**src/design/fbl_pkg.sv**
```systemverilog
// ----------------------------------------------------------------------------
// Five-bar leg torque mapping package
// Shared widths, fixed-point constants, the arctangent table and the item
// type that travels from the trigonometry front end to the torque back end.
// ----------------------------------------------------------------------------
package fbl_pkg;

	localparam int ANGLE_FRAC_BITS_DEF = 13;
	localparam int CORDIC_STEPS_DEF    = 16;
	localparam int CORDIC_MAX_STEPS    = 24;

	localparam int ANGLE_W  = 16;
	localparam int LEN_W    = 16;
	localparam int FORCE_W  = 24;
	localparam int TORQUE_W = 24;
	localparam int TRIG_W   = 18;
	localparam int CFG_W    = 32;
	localparam int APB_AW   = 3;

	localparam int IN_W   = 5 * ANGLE_W + LEN_W + 2 * FORCE_W;
	localparam int OUT_W  = 2 * TORQUE_W;
	localparam int USER_W = 2;
	localparam int USER_SING = 0;
	localparam int USER_SAT  = 1;

	// Range reduction works on the magnitude of the Q30 angle.
	localparam int RED_STEPS = 6;
	localparam int RED_W     = 40;
	// CORDIC datapath width, Q30 with headroom.
	localparam int CW        = 34;
	localparam int TRIG_SHIFT = 14;

	localparam logic [RED_W-1:0] TWO_PI_MAG = 40'd6746518852;
	localparam logic [RED_W-1:0] PI_MAG     = 40'd3373259426;
	localparam logic signed [CW-1:0] PI_Z      = 34'sd3373259426;
	localparam logic signed [CW-1:0] HALF_PI_Z = 34'sd1686629713;
	localparam logic signed [CW-1:0] INV_GAIN  = 34'sd652032874;
	localparam logic signed [CW-1:0] TRIG_HALF = 34'sd8192;

	localparam logic [30:0] ATAN_Q30 [CORDIC_MAX_STEPS] = '{
		31'd843314856, 31'd497837829, 31'd263043836, 31'd133525158,
		31'd67021686,  31'd33543515,  31'd16775850,  31'd8388437,
		31'd4194282,   31'd2097149,   31'd1048575,   31'd524287,
		31'd262143,    31'd131071,    31'd65535,     31'd32767,
		31'd16383,     31'd8191,      31'd4095,      31'd2047,
		31'd1023,      31'd511,       31'd255,       31'd127
	};

	// Torque back end
	localparam int QUOT_BITS  = 24;
	localparam int DEN_SHIFT  = 30;
	localparam int RND_SHIFT  = 29;
	localparam int TQ_SHIFT   = 14;
	localparam int JOINT_LAT  = 6 + QUOT_BITS + 1;
	localparam logic [TORQUE_W-1:0] LIM_POS = 24'h7FFFFF;
	localparam logic [TORQUE_W-1:0] LIM_NEG = 24'h800000;

	localparam int FIFO_DEPTH = 4;

	localparam logic [LEN_W-1:0] LINK_RESET = 16'd2458;
	localparam logic REG_FRONT_LINK = 1'b0;
	localparam logic REG_REAR_LINK  = 1'b1;

	typedef struct packed {
		logic signed [TRIG_W-1:0]  sin_d;
		logic signed [TRIG_W-1:0]  sin_a;
		logic signed [TRIG_W-1:0]  cos_a;
		logic signed [TRIG_W-1:0]  sin_b;
		logic signed [TRIG_W-1:0]  sin_c;
		logic signed [TRIG_W-1:0]  cos_c;
		logic signed [TRIG_W-1:0]  sin_e;
		logic [LEN_W-1:0]          leg_length;
		logic signed [FORCE_W-1:0] leg_force;
		logic signed [FORCE_W-1:0] hip_torque;
		logic                      sing;
	} fbl_item_t;

	function automatic int fbl_lane_lat(int steps);
		return steps + RED_STEPS + 4;
	endfunction

endpackage

```
**src/design/fbl_fifo.sv**
```systemverilog
// ----------------------------------------------------------------------------
// Item queue
// Short register queue between the front end and the back end.
// ----------------------------------------------------------------------------
module fbl_fifo (
	input  logic               clk,
	input  logic               arst_n,
	input  logic               push,
	input  fbl_pkg::fbl_item_t item_in,
	input  logic               pop,
	output fbl_pkg::fbl_item_t item_out,
	output logic               full,
	output logic               empty
);
	import fbl_pkg::*;

	localparam int AW = $clog2(FIFO_DEPTH);

	fbl_item_t    mem_q [FIFO_DEPTH];
	logic [AW-1:0] wr_q;
	logic [AW-1:0] rd_q;
	logic [AW:0]   cnt_q;

	assign full     = cnt_q == (AW+1)'(FIFO_DEPTH);
	assign empty    = cnt_q == '0;
	assign item_out = mem_q[rd_q];

	always_ff @(posedge clk) begin
		if (push) begin
			mem_q[wr_q] <= item_in;
		end
	end

	always_ff @(posedge clk or negedge arst_n) begin
		if (!arst_n) begin
			wr_q  <= '0;
			rd_q  <= '0;
			cnt_q <= '0;
		end else begin
			if (push) begin
				wr_q <= wr_q + 1'b1;
			end
			if (pop) begin
				rd_q <= rd_q + 1'b1;
			end
			if (push && !pop) begin
				cnt_q <= cnt_q + 1'b1;
			end else if (pop && !push) begin
				cnt_q <= cnt_q - 1'b1;
			end
		end
	end

	a_no_overflow: assert property (@(posedge clk) disable iff (!arst_n)
		push |-> !full) else $error("item pushed into a full queue");
	a_no_underflow: assert property (@(posedge clk) disable iff (!arst_n)
		pop |-> !empty) else $error("item popped from an empty queue");
	a_count_up: assert property (@(posedge clk) disable iff (!arst_n)
		(push && !pop) |=> cnt_q == $past(cnt_q) + 1'b1)
		else $error("queue count lost a pushed item");

endmodule

```
**config.mk**
```make
export PLATFORM = sky130hd
export DESIGN_NAME = fbl_fifo
export DESIGN_NICKNAME = d
export VERILOG_FILES = /design/src/design/fbl_pkg.sv /design/src/design/fbl_fifo.sv
export SDC_FILE = /design/constraint.sdc
export NUM_CORES = 1
export LEC_CHECK = 0
export BUFFER_PORTS_ARGS = -buffer_cell sky130_fd_sc_hd__buf_2
export CAP_MARGIN = 20
export CORE_UTILIZATION = 40
export DETAILED_ROUTE_END_ITERATION = 8
export PLACE_DENSITY = 0.68
export SLEW_MARGIN = 15
export SYNTH_ARGS = -nofsm -noshare
export SYNTH_HDL_FRONTEND = slang
export SYNTH_SLANG_ARGS = --single-unit
```
**constraint.sdc**
```tcl
create_clock -name clk -period 9.5 [get_ports clk]
set_clock_uncertainty 0.1 [all_clocks]
set_input_delay 0.95 -clock clk [delete_from_list [all_inputs] [get_ports clk]]
set_output_delay 0.95 -clock clk [all_outputs]
set_load 0.1 [all_outputs]
```
Yosys cells after proc, flatten, opt, wreduce, memory -nomap -nowiden
Memory sizes are Yosys's and may differ from the RTL's.
Cells that the tools add are included.
- add/sub/neg operators: 4
- eq/ne operators: 1
- bitwise gates (word level): 0
- divide/modulo/power cells: 0
- $mul: 0
- order comparisons: 0
- muxes and demuxes: 4
- reductions and logical operators: 6
- shift operators: 0
- operators by type and width (kind ; number):
    3-bit 2-to-1 mux ; 2
    2-bit by 1-bit adder with 2-bit output (second input constant) ; 2
    3-bit by 1-bit adder with 3-bit output (second input constant) ; 1
    3-bit == test (second input constant) ; 1
    3-bit logical NOT ; 1
    3-bit by 1-bit subtractor with 3-bit output (second input constant) ; 1
    1-bit logical AND ; 2
    1-bit logical NOT ; 2
    1-bit 2-to-1 mux ; 2
    2-bit nonzero test ; 1
- RAM bits: 764
- memory bits (read-only): 0
- input bits: 195
- memories kept: 1
- latch bits: 0
- logic and storage cells: 19
- register bits after elaboration: 7
- memory list (name ; depth ; width ; rd ports ; clocked after memory_dff ; write ports ; RTL line ; RTL):
    mem_q ; 4 ; 191 ; 1 ; 0 ; 1 ; fbl_fifo.sv:19 ; fbl_item_t mem_q [FIFO_DEPTH];

Logic depth before layout (Yosys ltp)
Gate-level depths: netlist of run 1.
- depth in word-level cells: 4
- depth in mapped cells: 7
- depth with buffers taken out: 7

Worst setup path after synthesis of run 1
No wires, ideal clock.
- path kind: in2reg
- from: input push
- to: memory mem_q[1][0] in the netlist's numbering, enable pin
- required time: 8826 ps
- slack: 3539 ps
- stages: 1
- setup time: 574 ps
- path buffers: 0
- arrival: 5287 ps
- path through: and2_1
- word-level cells in the longest chain between the ends: 2
- ends and longest elaborated chain (element ; RTL line ; RTL):
    from (decl) ; fbl_fifo.sv:8 ; input logic push,
    1-bit 2-to-1 mux ; fbl_fifo.sv:29 ; if (push) begin
    1-bit 2-to-1 mux (not written as such) ; fbl_fifo.sv:30 ; mem_q[wr_q] <= item_in;
    to (decl) ; fbl_fifo.sv:19 ;
Every way passes these cells.

==> results of run 1 <==
## synth_stat cells
library cell	number	area share, %
nor3_1	1	0.018
buf_12	11	0.78
and2_1	4	0.089
xnor2_1	2	0.062
ha_1	5	0.22
edfxtp_1	764	82
fa_1	1	0.071
xor2_1	4	0.12
dfrtp_1	7	0.62
buf_2	20	0.36
nor2_1	1	0.013
mux2_2	1	0.040
nor3b_1	1	0.027
mux4_2	191	15
nand2_1	2	0.027
o21ai_0	1	0.018
buf_6	9	0.36
clkbuf_1	3	0.040
inv_1	4	0.053
## kinds of logic (layout without fill, tap and decap cells)
kind of cell	count (synthesis)	count (layout)	synth area share, %
xor+xnor	6	6	0.187
buf+inv	47	555	1.60
mux	192	192	15.4
flops	771	771	82.4
compound gates	1	1	0.0178
other cells	0	4	0
fa+ha+maj	6	6	0.294
simple gates	9	9	0.174
## state kept, by name (all words and copies together), names as in the netlist
signal,flops
wr_q,2
cnt_q,3
rd_q,2
mem_q,764
## stage by stage
step	hold slack, ps	instance area (µm²)	instances	utilization [%]	setup slack (ps)
6_report	69.1	33300	2475	48.3	4640
4_1_cts	21.0	33300	2471	48.3	4450
3_5_place_dp	385	30900	2325	44.7	5130
5_1_grt	39.4	33300	2473	48.3	4250
2_1_floorplan	356	28100	1032	-	3540
3_3_place_gp	373	30900	2325	44.7	5130
## layout by cell type, fill, tap and decap left out, drive strengths merged
cell type | netlist | final
clkinv | 0 | 40
clkinvlp | 0 | 1
nor2 | 1 | 1
o21ai | 1 | 1
nor3b | 1 | 1
fa | 1 | 1
edfxtp | 764 | 764
nor3 | 1 | 1
mux2 | 1 | 1
clkbuf | 3 | 102
diode | 0 | 4
xnor2 | 2 | 2
dfrtp | 7 | 7
and2 | 4 | 4
bufinv | 0 | 1
nand2 | 2 | 2
mux4 | 191 | 191
xor2 | 4 | 4
ha | 5 | 5
buf | 40 | 405
inv | 4 | 6
## final timing paths
kind,depth (start not counted),to,slack [ps],startpoint
setup reg to reg,5,mem_q[2][45],6210,wr_q[0]
hold / removal,1,cnt_q[2],70,arst_n
hold reg to reg,1,cnt_q[2],390,cnt_q[2]
setup / recovery,4,item_out[80],4640,rd_q[0]
max in group asynchronous,1,rd_q[0],9050,arst_n
min in group clk,1,cnt_q[2],390,cnt_q[2]
## final cells by class
class | count | area (µm²) | area share [%]
sequential | 771 | 23100 | 69.4
clock inverter | 44 | 297 | 0.890
antenna | 4 | 10.0 | 0.0300
timing repair buffer | 405 | 2080 | 6.25
inverter | 4 | 15.0 | 0.0450
tap | 931 | 1160 | 3.49
clock buffer | 102 | 2130 | 6.38
multi-input combinational | 214 | 4510 | 13.5
## worst max-delay path: stages, from the launching register on
cell,delay (ps)
dfrtp_4,830
buf_4,540
buf_4,810
mux4_2,610
buf_2,310
## per-layer routing
layer	global-route usage, %	share of wire (%)	up-vias	wire [µm]
li1	-	-	5393	-
met1	19.0	39	6479	20800
met2	23.7	50	403	26400
met3	5.24	8.4	99	4430
met4	4.91	2.3	14	1230
met5	0	0.18	-	93
==> impl_metrics.csv, run 1 <==
group,metric,value,unit
outcome,outcome,"finished clean",
routing,final_antenna_net_count,0,
finish,fillers,5560,
critical_path,start_kind,"flip-flop",
placement,port_buffers,387,
critical_path,cp_max_fo,48,
placement,hpwl,31700,µm
sta,worstMarginPinSlew,1010,ps
clocking,clockBufferDepth,3,
job,maxCapViolations,0,
global_route,grt_util_all_layers,14.9,%
finish,syn2layout_area_growth,18.8,%
sta,fin_tns_setup,0,ps
routing,via_count,12400,
floorplan,initial_core_util,40.6,%
global_route,grt_max_degree,95,
logic_synthesis,synth_cell_types,19,
critical_path,arrival,3810,ps
clocking,cts_hold_buffers,0,
logic_synthesis,ys_warn_count,0,
finish,drive_above_1_share,46.0,%
routing,finalWirelength,52900,µm
sta,rsz0062_at_grt,"no",
clocking,cts_resized,0,
floorplan,rows,96,
floorplan,design.die.area,0.0712,mm²
hold_path,holdCritPathClass,"input port to asynchronous set/reset pin",
sta,finalCriticalPeriod,4860,ps
logic_synthesis,syn_area_per_cell,27.2,µm²
logic_synthesis,yosysSeqAreaShare,82.4,%
routing,via_per_inst,5.01,
critical_path,crit_path_end_kind,"primary output",
sta,slew-limit-headroom,32.7,%
sta,fmax,206,MHz
global_route,antenna_found_initial,11,
clocking,clk_pin_slew,60,ps
global_route,grt-ovfl-total,0,
clocking,cts.sinks,771,
sta,setup_violations,0,
clocking,cts_root_buffer,"clkbuf_16",
sta,hold_viol,0,
clocking,post_cts_buffers,0,
routing,wl_per_cell,21.4,µm
sta,slew_violations,0,
routing,drtPass1Iterations,5,
global_route,grt_pass1_vias,13100,
routing,drt_iter0_markers,727,
routing,drc,0,
clocking,ctsHtreeMaxLevel,3,
logic_synthesis,synth_seq_cells,771,
global_route,grt_pass1_wl,79800,µm
critical_path,cp.required,8450,ps
placement,gp_congestion,0.722,
finish,fin_nets,1676,
floorplan,coreArea,0.0691,mm²
sta,fin_crit_sh,51.2,%
logic_synthesis,synth_area,0.0281,mm²
clocking,cts_buffers,79,
critical_path,timing_worst_setup_path_type,"flip-flop to primary output",
clocking,cts_tree,"done",
floorplan,ios,388,
clocking,insertion_delay,600,ps
logic_synthesis,syn_inst,1032,
floorplan,die_w,267,µm
floorplan,fp.dieH,267,µm
logic_synthesis,synth_nets,1233,
Power of run 1 is left out: the tool's default activity adds up to more than one toggle a clock period on the data nets, which glitch-free logic cannot reach.
==> run 2: changes to the inputs <==
--- a/config.mk
+++ b/config.mk
@@ -5,6 +5,7 @@
 export SDC_FILE = /design/constraint.sdc
 export NUM_CORES = 1
 export LEC_CHECK = 0
+export ABC_AREA = 1
 export BUFFER_PORTS_ARGS = -buffer_cell sky130_fd_sc_hd__buf_2
 export CAP_MARGIN = 20
 export CORE_UTILIZATION = 40
==> constraint.sdc (replaced) <==
create_clock -name clk -period 4.5 [get_ports clk]
set_clock_uncertainty 0.1 [all_clocks]
set_input_delay 0.45 -clock clk [delete_from_list [all_inputs] [get_ports clk]]
set_output_delay 0.45 -clock clk [all_outputs]
set_load 0.1 [all_outputs]
==> run 2 against run 1 <==
Effect of this change: cell count up 59%; die area rose by 9.9%; routed wire length rose by 26%; synthesized cell count rose by 120%; global-route usage grew 1.9 points; critical endpoint is now item_out[31]; critical path depth rose by 1; utilization rose by 1.8 points; via count up 53%; hold slack gained 66 ps.
==> impl_metrics.csv, run 2 <==
group,metric,value,unit
job,maxCapViolations,0,
clocking,ctsHtreeMaxLevel,3,
logic_synthesis,ys_warn_count,0,
global_route,grt_util_all_layers,16.7,%
floorplan,die_w,280,µm
finish,drive_above_1_share,18.6,%
logic_synthesis,synth_largest_area_cell,"edfxtp_1",
sta,finalCriticalPeriod,3760,ps
finish,fillers,6419,
logic_synthesis,synth_top_cells_by_count,"edfxtp_1 (764), nand2_1 (586), inv_1 (394), o211ai_1 (382), buf_6 (69)",
finish,largest_reg_flops,764,
finish,multi_input_area,0.00521,mm²
floorplan,coreArea,0.0762,mm²
hold_path,holdCritPathClass,"input port to asynchronous set/reset pin",
critical_path,crit_cells,5,
clocking,insertion_delay,610,ps
critical_path,slowest_stage,"dfrtp_4",
routing,drt_iter0_markers,1288,
critical_path,crit_path_end_kind,"primary output",
logic_synthesis,yosys.cell_count.top_type,"edfxtp_1",
critical_path,reg2reg_depth,5,
routing,via_count,19000,
logic_synthesis,syn_inst,2276,
critical_path,arrival,3210,ps
sta,worst_hold_slack,135,ps
placement,port_buffers,387,
sta,hold_viol,0,
critical_path,cp_max_fo,78,
sta,setup_violations,0,
logic_synthesis,yosys-top-cells-area,"edfxtp_1 (74%), o211ai_1 (9.3%), nand2_1 (7.1%)",
routing,via_per_inst,4.81,
placement,hpwl,38600,µm
critical_path,cp_slowest_stage_delay,730,ps
clocking,cts_resized,0,
logic_synthesis,synth_area,0.0309,mm²
logic_synthesis,syn_area_per_cell,13.6,µm²
logic_synthesis,yosysSeqAreaShare,74.9,%
critical_path,cp.required,3950,ps
routing,drtPass1Iterations,7,
sta,rsz0062_at_grt,"no",
clocking,clockBufferDepth,3,
logic_synthesis,synth_nets,2477,
finish,largest-register,"mem_q",
clocking,cts_buffers,81,
critical_path,start_kind,"flip-flop",
sta,slew_violations,0,
logic_synthesis,ys.flop_type,"edfxtp_1",
floorplan,rows,101,
global_route,antenna_found_initial,6,
finish,final_area,0.0381,mm²
critical_path,cp_top_family,"buffers and inverters",
finish,final_cell_mix,"edfxtp_1 (764), nand2_1 (586), inv_1 (389)",
sta,fin_crit_sh,83.4,%
floorplan,fp.dieH,280,µm
finish,fin_util,50.0,%
clocking,cts_tree,"done",
logic_synthesis,synth_cell_types,16,
routing,final_antenna_net_count,0,
floorplan,ios,388,
global_route,grt-ovfl-total,0,
global_route,grt_pass1_vias,18600,
finish,final_common_cell,"edfxtp_1",
floorplan,initial_core_util,40.5,%
logic_synthesis,netlist.area_leader.share,74.3,%
clocking,post_cts_buffers,0,
clocking,clk_pin_slew,60,ps
placement,gp_congestion,0.800,
routing,wl_per_cell,16.8,µm
finish,fin_nets,3044,
critical_path,path_buf_inv,3,
global_route,grt_pass1_wl,102000,µm
sta,fmax,266,MHz
placement,placed_area,0.0335,mm²
clocking,cts.sinks,771,
finish,reg.largest.list,"mem_q (764), cnt_q (3)",
finish,syn2layout_area_growth,23.5,%
critical_path,path_cells,"inv_6 > buf_4 > o211ai_1 > nand2_1 > buf_2",
global_route,grt_max_degree,125,
sta,fin_tns_setup,0,ps
outcome,outcome,"finished clean",
routing,drc,0,
routing,finalWirelength,66500,µm
finish,regArea,0.0231,mm²
clocking,cts_root_buffer,"clkbuf_16",
logic_synthesis,synthArstFlopShare,0.908,%
logic_synthesis,synth_seq_cells,771,
logic_synthesis,synth_edf_count,764,
critical_path,timing_worst_setup_path_type,"flip-flop to primary output",
floorplan,design.die.area,0.0783,mm²
sta,slew-limit-headroom,41.4,%
clocking,cts_hold_buffers,194,
sta,worstMarginPinSlew,879,ps
==> run 2: worst paths after layout <==
check	from	end	slack (ps)
hold reg to reg	cnt_q[2]	cnt_q[2]	420
hold / removal	arst_n	cnt_q[0]	140
setup / recovery	rd_q[1]	item_out[31]	740
setup reg to reg	wr_q[0]	mem_q[2][83]	2150
max in group asynchronous	arst_n	rd_q[0]	3960
min in group clk	cnt_q[2]	cnt_q[2]	420
==> run 2: metrics by stage <==
stage               setup WS [ps]  instances
floorplan                     448       2276
global placement             1350       3596
detailed placement           1340       3596
CTS                           651       3942
global route                  574       3945
finish                        745       3946
==> run 2: layer usage <==
layer	GRT usage (%)	wire length [µm]	part of all wire, %	vias up
met5	0	23	0.035	-
met4	5.18	1530	2.3	4
met3	3.88	4840	7.3	117
met2	28.3	32300	49	612
met1	21.4	27800	42	9133
li1	-	-	-	9103
==> run 2: cell type report <==
class,instances,area share [%]
timing repair buffer,612,11.3
inverter,394,3.93
clock inverter,58,1.51
tap,1030,3.38
sequential,771,60.7
clock buffer,94,5.56
multi-input combinational,983,13.7
antenna,4,0.0263
==> run 2: worst reg2reg max path, cell delays in order (launching register included) <==
cell        delay (ps)
dfrtp_1            420
inv_1               90
ha_1               200
nand2_1             90
clkinvlp_4         480
buf_12             400
==> run 2: cell families (layout without fill, tap and decap cells) <==
logic type | Yosys count | in the layout | synth area share (%)
XOR/XNOR | 4 | 4 | 0.113
AO/OA/AOI/OAI | 383 | 383 | 9.30
flip-flops | 771 | 771 | 74.9
other | 0 | 4 | 0
adder cells (fa/ha/maj) | 6 | 6 | 0.267
AND/OR/NAND/NOR | 590 | 590 | 7.19
buffers and inverters | 522 | 1158 | 8.25
Power of run 2 is left out for the same reason.
